[src/rtl/oggpf_pkg.sv]
// ----------------------------------------------------------------------------
// oggpf_pkg
// shared types, constants and functions of the ogg opus page framer
// ----------------------------------------------------------------------------
package oggpf_pkg;

  localparam int unsigned MAX_PACKET_BYTES = 61440;
  localparam int unsigned ADDR_W = $clog2(MAX_PACKET_BYTES);
  localparam int unsigned CNT_W  = $clog2(MAX_PACKET_BYTES + 1);

  localparam logic [31:0] OGG_POLY     = 32'h04C1_1DB7;
  localparam logic [31:0] SERIAL_RESET = 32'h4F70_7573;
  localparam logic [31:0] OGGS_MAGIC   = 32'h5367_674F;  // "OggS", first char lowest
  localparam logic [4:0]  HDR_LAST     = 5'd26;
  localparam logic [7:0]  LACE_MAX     = 8'd255;
  localparam logic [7:0]  LACE_TOP     = 8'd254;

  localparam logic [1:0] FC_ONE   = 2'd0;
  localparam logic [1:0] FC_TWO_A = 2'd1;
  localparam logic [1:0] FC_TWO_B = 2'd2;
  localparam logic [1:0] FC_ARB   = 2'd3;

  localparam logic [11:0] FRAME_SAMPLES [32] = '{
    12'd480, 12'd960, 12'd1920, 12'd2880, 12'd480, 12'd960, 12'd1920, 12'd2880,
    12'd480, 12'd960, 12'd1920, 12'd2880, 12'd480, 12'd960, 12'd480,  12'd960,
    12'd120, 12'd240, 12'd480,  12'd960,  12'd120, 12'd240, 12'd480,  12'd960,
    12'd120, 12'd240, 12'd480,  12'd960,  12'd120, 12'd240, 12'd480,  12'd960
  };

  typedef struct packed {
    logic collect;
    logic samp;
    logic gran;
    logic crc_clr;
    logic hdr_feed;
    logic seg_feed;
    logic pay_rd;
    logic idx_clr;
    logic idx_inc;
    logic load;
  } cmd_t;

  typedef struct packed {
    logic overflow;
    logic hdr_last;
    logic seg_last;
    logic pay_last;
    logic out_free;
  } stat_t;

  function automatic logic [31:0] crc_byte(input logic [31:0] crc_in, input logic [7:0] b);
    logic [31:0] c;
    c = crc_in ^ {b, 24'h0};
    for (int k = 0; k < 8; k++) begin
      c = c[31] ? ({c[30:0], 1'b0} ^ OGG_POLY) : {c[30:0], 1'b0};
    end
    return c;
  endfunction

endpackage

[src/rtl/oggpf_ctrl.sv]
// ----------------------------------------------------------------------------
// oggpf_ctrl
// sequencer: collect packet, granule update, crc over header, lacing, payload
// ----------------------------------------------------------------------------
module oggpf_ctrl (
  input  logic             clk,
  input  logic             rst_n,
  input  logic             in_tvalid,
  input  logic             in_tlast,
  output logic             in_tready,
  input  oggpf_pkg::stat_t stat,
  output oggpf_pkg::cmd_t  cmd
);

  typedef enum logic [7:0] {
    S_COLLECT = 8'b0000_0001,
    S_SAMP    = 8'b0000_0010,
    S_GRAN    = 8'b0000_0100,
    S_HDR     = 8'b0000_1000,
    S_SEG     = 8'b0001_0000,
    S_PAY     = 8'b0010_0000,
    S_DRAIN   = 8'b0100_0000,
    S_LOAD    = 8'b1000_0000
  } state_t;

  state_t state_r, state_nxt;
  logic   beat;

  assign in_tready = (state_r == S_COLLECT);
  assign beat      = in_tvalid & in_tready;

  always_comb begin
    state_nxt = state_r;
    cmd       = '0;
    unique case (state_r)
      S_COLLECT: begin
        cmd.collect = beat;
        if (beat && in_tlast) state_nxt = S_SAMP;
      end
      S_SAMP: begin
        cmd.samp    = 1'b1;
        cmd.crc_clr = 1'b1;
        cmd.idx_clr = 1'b1;
        state_nxt   = stat.overflow ? S_LOAD : S_GRAN;
      end
      S_GRAN: begin
        cmd.gran  = 1'b1;
        state_nxt = S_HDR;
      end
      S_HDR: begin
        cmd.hdr_feed = 1'b1;
        if (stat.hdr_last) begin
          cmd.idx_clr = 1'b1;
          state_nxt   = S_SEG;
        end else begin
          cmd.idx_inc = 1'b1;
        end
      end
      S_SEG: begin
        cmd.seg_feed = 1'b1;
        if (stat.seg_last) begin
          cmd.idx_clr = 1'b1;
          state_nxt   = S_PAY;
        end else begin
          cmd.idx_inc = 1'b1;
        end
      end
      S_PAY: begin
        cmd.pay_rd  = 1'b1;
        cmd.idx_inc = 1'b1;
        if (stat.pay_last) state_nxt = S_DRAIN;
      end
      S_DRAIN: begin
        state_nxt = S_LOAD;
      end
      S_LOAD: begin
        if (stat.out_free) begin
          cmd.load  = 1'b1;
          state_nxt = S_COLLECT;
        end
      end
      default: state_nxt = S_COLLECT;
    endcase
  end

  always_ff @(posedge clk) begin
    if (!rst_n) begin
      state_r <= S_COLLECT;
    end else begin
      state_r <= state_nxt;
    end
  end

endmodule

[config.mk]
export PLATFORM = sky130hd
export DESIGN_NAME = oggpf_ctrl
export DESIGN_NICKNAME = d
export VERILOG_FILES = /design/src/rtl/oggpf_pkg.sv /design/src/rtl/oggpf_ctrl.sv
export SDC_FILE = /design/constraint.sdc
export NUM_CORES = 1
export LEC_CHECK = 0
export ABC_AREA = 1
export BUFFER_PORTS_ARGS = -buffer_cell sky130_fd_sc_hd__buf_2
export CAP_MARGIN = 20
export CORE_MARGIN = 1
export CORE_UTILIZATION = 43
export CTS_BUF_LIST = sky130_fd_sc_hd__clkbuf_16
export DETAILED_ROUTE_END_ITERATION = 8
export HOLD_SLACK_MARGIN = 0.05
export PLACE_DENSITY = 0.72
export SLEW_MARGIN = 30
export SYNTH_ARGS = -nofsm -noshare
export SYNTH_HDL_FRONTEND = slang
export SYNTH_SLANG_ARGS = --single-unit
[constraint.sdc]
create_clock -name clk -period 1.1 [get_ports clk]
set_input_delay 0.11 -clock clk [delete_from_list [all_inputs] [get_ports clk]]
set_output_delay 0.11 -clock clk [all_outputs]
set_load 0.05 [all_outputs]
==> flow_summary_export.csv, run 1 <==
group,metric,value,unit
floorplan,rows,13,
yosys,yosys-top-cells-area,"dfxtp_1, inv_1, nand2_1, nand3_2, nor2_1",
clocking,clockBufferDepth,2,
yosys,synth_area_per_cell,6.62,um^2
clocking,cts-root-buf,"clkbuf_16",
yosys,synthesis.area,622,um^2
yosys,synth_cell_types,22,
clocking,cts_made_buffers,3,
yosys,ys_warn_count,0,
clocking,htree_num_levels,1,
yosys,yosysTopAreaCellShare,25.8,%
floorplan,ios,20,
run_status,status,"stopped before the end",
yosys,ys_ff_latch,8,
clocking,cts_hold_buf,0,
clocking,cts_resized,55,
place,port_buffers,19,
floorplan,start_util,47.2,%
place,place_congestion,0.872,
clocking,clock-sinks,8,
clocking,cts_setup_buffers,9,
place,placedCellCount,141,
yosys,seq_area_frac_synth,25.8,%
place,place_hpwl,1.45,mm
run_status,stop_error,"[ERROR DPL-0033] detailed placement checks failed during check placement.",
floorplan,fp.dieW,40.0,um
run_status,haltStage,"clock tree synthesis (4_1_cts)",
yosys,yosysTopAreaCell,"dfxtp_1",
yosys,synth_fp_nets,103,
yosys,synthCells,94,
floorplan,fp.dieH,40.0,um
## synth_stat cells
cell / instances
nand2_1: 16
nor3_2: 1
nand2_2: 2
nand3_1: 6
o21bai_1: 1
nand3b_2: 1
nor4_2: 1
nor2_2: 3
o22ai_1: 1
inv_2: 4
nor3_1: 2
inv_1: 19
buf_4: 2
nand4_2: 1
nor4_1: 2
nand3_2: 5
nor2_1: 13
o21ai_0: 1
dfxtp_1: 8
nor2_8: 1
a21oi_1: 2
nand2_4: 2
## kinds of logic after synthesis
| family | count (synthesis) | share of synthesized area, % |
|---|---|---|
| and+or+nand+nor | 56 | 53.3 |
| buffers and inverters | 25 | 16.3 |
| DFF | 8 | 25.8 |
| AOI/OAI and AO/OA | 5 | 4.63 |
## metrics by stage
step                cell area [um^2]  worst slack, ns  setup TNS, ns  hold WS, ns  utilization, %
floorplan                        749           -0.434          -1.84        0.182               -
global placement                 957           -0.210          -2.52        0.300            72.6
detailed placement               957           -0.259          -3.14        0.292            72.6
==> run 2: changes to the inputs <==
--- a/config.mk
+++ b/config.mk
@@ -8,12 +8,10 @@
 export ABC_AREA = 1
 export BUFFER_PORTS_ARGS = -buffer_cell sky130_fd_sc_hd__buf_2
 export CAP_MARGIN = 20
-export CORE_MARGIN = 1
-export CORE_UTILIZATION = 43
-export CTS_BUF_LIST = sky130_fd_sc_hd__clkbuf_16
+export CORE_AREA = 2 2 63 65
 export DETAILED_ROUTE_END_ITERATION = 8
-export HOLD_SLACK_MARGIN = 0.05
-export PLACE_DENSITY = 0.72
+export DIE_AREA = 0 0 65 67
+export PLACE_DENSITY_LB_ADDON = 0.15
 export SLEW_MARGIN = 30
 export SYNTH_ARGS = -nofsm -noshare
 export SYNTH_HDL_FRONTEND = slang
==> constraint.sdc (replaced) <==
create_clock -name clk -period 1.4 [get_ports clk]
set_input_delay 0.14 -clock clk [delete_from_list [all_inputs] [get_ports clk]]
set_output_delay 0.14 -clock clk [all_outputs]
set_load 0.05 [all_outputs]
==> run 2 against run 1 <==
- the flow now finishes, with violations (setup timing)
- synthesized cell count is the same
- area after synthesis is the same
==> flow_summary_export.csv, run 2 <==
group,metric,value,unit
place,placedCellCount,166,
routing,via_count,695,
grt,overflow,0,
grt,busiest_layer,"met2",
worst_setup_path,cp-end-kind,"output pin",
grt,use_met2,15.9,%
routing,ant_nets,0,
yosys,synth_area_per_cell,6.62,um^2
power,p_total,1.99,mW
floorplan,fp.dieW,65,um
place,port_buffers,19,
routing,vias_per_cell,3.90,
cells_and_area,finalInstanceArea,0.00118,mm^2
routing,wl_per_cell,10.4,um
min_path,hold_start,"stat[4]",
clocking,cts-root-buf,"clkbuf_8",
job,maxCapViolations,0,
cells_and_area,largest_register_ffs,8,
yosys,synth_fp_nets,103,
timing,holdWs,0.0988,ns
timing,clock_skew,0.00215,ns
yosys,synthAdderAreaFrac,0,%
clocking,clockBufferDepth,2,
clocking,htree_num_levels,1,
min_path,hold_class,"input port to flip-flop",
floorplan,rows,22,
clocking,cts_made_buffers,3,
floorplan,fp.coreArea,0.00361,mm^2
cells_and_area,reg.largest.list,"state_r x8",
place,pre_cts_ws,-0.0555,ns
yosys,synth_edf_count,0,
worst_setup_path,cp_max_fo,4,
timing,rsz0062_at_grt,"true",
worst_setup_path,timing.rr.start,"state_r[7]",
yosys,synthCells,94,
timing,fin_crit,1.43,ns
floorplan,fp.dieH,67,um
worst_setup_path,crit_type,"flip-flop to output pin",
worst_setup_path,critical_path.max_stage_delay,0.33,ns
cells_and_area,regMostFlops,"state_r",
yosys,yosys-top-cells-area,"dfxtp_1, inv_1, nand2_1, nand3_2, nor2_1",
floorplan,start_util,17.2,%
grt,grt_pass1_vias,719,
routing,firstDrtPassIters,3,
min_path,whs_endpoint,"state_r[2]",
yosys,synth_simple_gate_area_share,53.3,%
worst_setup_path,r2r_slack,0.02,ns
clocking,cts_tree,"done",
place,place_hpwl,1.51,mm
cells_and_area,layout-drive-gt1-share,65.4,%
power,power.leakage,0.580,nW
grt,antenna_found_initial,0,
routing,drcViolationCount,0,
timing,hold_violations,0,
min_path,hold_path_depth,2,
grt,grt_use_met1,12.4,%
power,irDropWorstVdd,335,uV
place,place_congestion,0.756,
cells_and_area,instances_no_fill,178,
yosys,synth_xor_xnor_area_share,0,%
worst_setup_path,worstPathArrival,1.29,ns
routing,first_iter_violations,11,
timing,slew_headroom,86.0,%
yosys,synth_cell_types,22,
yosys,synthMuxAreaShare,0,%
worst_setup_path,cpMaxStageDelayCell,"dfxtp_2",
grt,grt_max_degree,6,
timing,max_freq,699,MHz
routing,drt-total-wl,1.86,mm
yosys,yosysMostFrequentCell,"inv_1",
timing,setup_viol,5,
worst_setup_path,r2r_cells,9,
cells_and_area,layout_common_cells,"inv_1, buf_4, nand2_1",
clocking,cts.clk_slew.worst_paths,0.04,ns
worst_setup_path,r2r-end,"state_r[7]",
run_status,status,"finished with violations",
yosys,yosysTopAreaCell,"dfxtp_1",
power,power-per-cell-area,1680,mW/mm^2
yosys,seq_area_frac_synth,25.8,%
yosys,synth_common_cells,"inv_1, nand2_1, nor2_1",
clocking,cts_hold_buf,0,
worst_setup_path,path_cells,"nor2_4 -> nand2_4 -> inv_6 -> nand4_4 -> clkinvlp_4 -> buf_8",
clocking,worstSkewPairLatency,0.23,ns
clocking,clock-sinks,8,
place,placed_area,870,um^2
timing,tightestPinTransition,0.207,ns
timing,fin_ws,-0.0298,ns
floorplan,die_area,0.00436,mm^2
timing,slew_viol_final,0,
floorplan,ios,20,
run_status,violations,"setup timing",
cells_and_area,syn2layout_area_growth,89.7,%
cells_and_area,nets,141,
yosys,synth_compound_area_share,4.63,%
yosys,ys_ff_latch,8,
worst_setup_path,cp.required,1.26,ns
grt,grtUsageTotal,9.99,%
yosys,ys.flop_type,"dfxtp_1",
yosys,synthArstFlopShare,0,%
timing,fin_crit_sh,102,%
yosys,ys_warn_count,0,
worst_setup_path,critPathLaunchType,"flip-flop",
yosys,yosysTopAreaCellShare,25.8,%
yosys,synth_top_family_by_area,"simple AND/OR/NAND/NOR gates",
grt,met3_usage,1.69,%
cells_and_area,diodes,0,
yosys,synthesis.area,622,um^2
grt,grt_first_pass_wirelength,3.19,mm
-- run 2: layout make-up --
cell class,instances,area (um^2)
clock buffers,3,41.3
fillers,379,2430
multi-input cells,61,502
well taps,48,60.1
inverters,23,97.6
flip-flops and latches,8,173
repair buffers,35,307
-- run 2: logic make-up after synthesis --
group,count (synthesis)
buf+inv,25
simple gates,56
flops,8
compound gates,5
-- run 2: metal layers --
layer	vias up	part of all wire [%]	wire (um)
met5	-	0	0
met4	0	2.4	45
met3	5	5.2	96
met2	21	47	868
met1	309	46	847
li1	360	-	-
-- run 2: through the flow --
stage	util, %	TNS [ns]
6_report	32.7	-0.107
4_1_cts	30.8	-0.122
3_5_place_dp	24.1	-0.0555
2_1_floorplan	-	-0.231
3_3_place_gp	24.1	-0.0548
5_1_grt	32.7	-0.715
-- run 2: how the worst max path moves through the flow --
stage	to	slack [ns]	start
floorplan	cmd[2]	-0.16	state_r[5]
global placement	cmd[2]	-0.05	state_r[2]
detailed placement	cmd[2]	-0.06	state_r[2]
CTS	cmd[0]	-0.04	state_r[0]
global route	cmd[2]	-0.11	state_r[2]
finish	cmd[6]	-0.03	state_r[7]
-- run 2: where the power goes --
group | internal, mW | switching [mW] | leakage [nW] | total, mW
logic | 0.559 | 0.804 | 0.490 | 1.36
clock network | 0.186 | 0.0847 | 0.0216 | 0.270
registers | 0.288 | 0.0668 | 0.0684 | 0.354
total | 1.03 | 0.955 | 0.580 | 1.99
-- run 2: worst max-delay path: cells and delay by family (launching register included) --
kind                   cells  cell delay, ns
flip-flops                 1            0.33
buffers and inverters      3            0.37
AND/OR/NAND/NOR            3            0.37
-- run 2: timing repair --
action,4_1_cts,5_1_grt
pin swaps,11,5
resized for setup,49,13
gates cloned,0,0
setup buffers,6,3
endpoints found under the setup margin,11,15
Power figures use the tool's default switching activity.
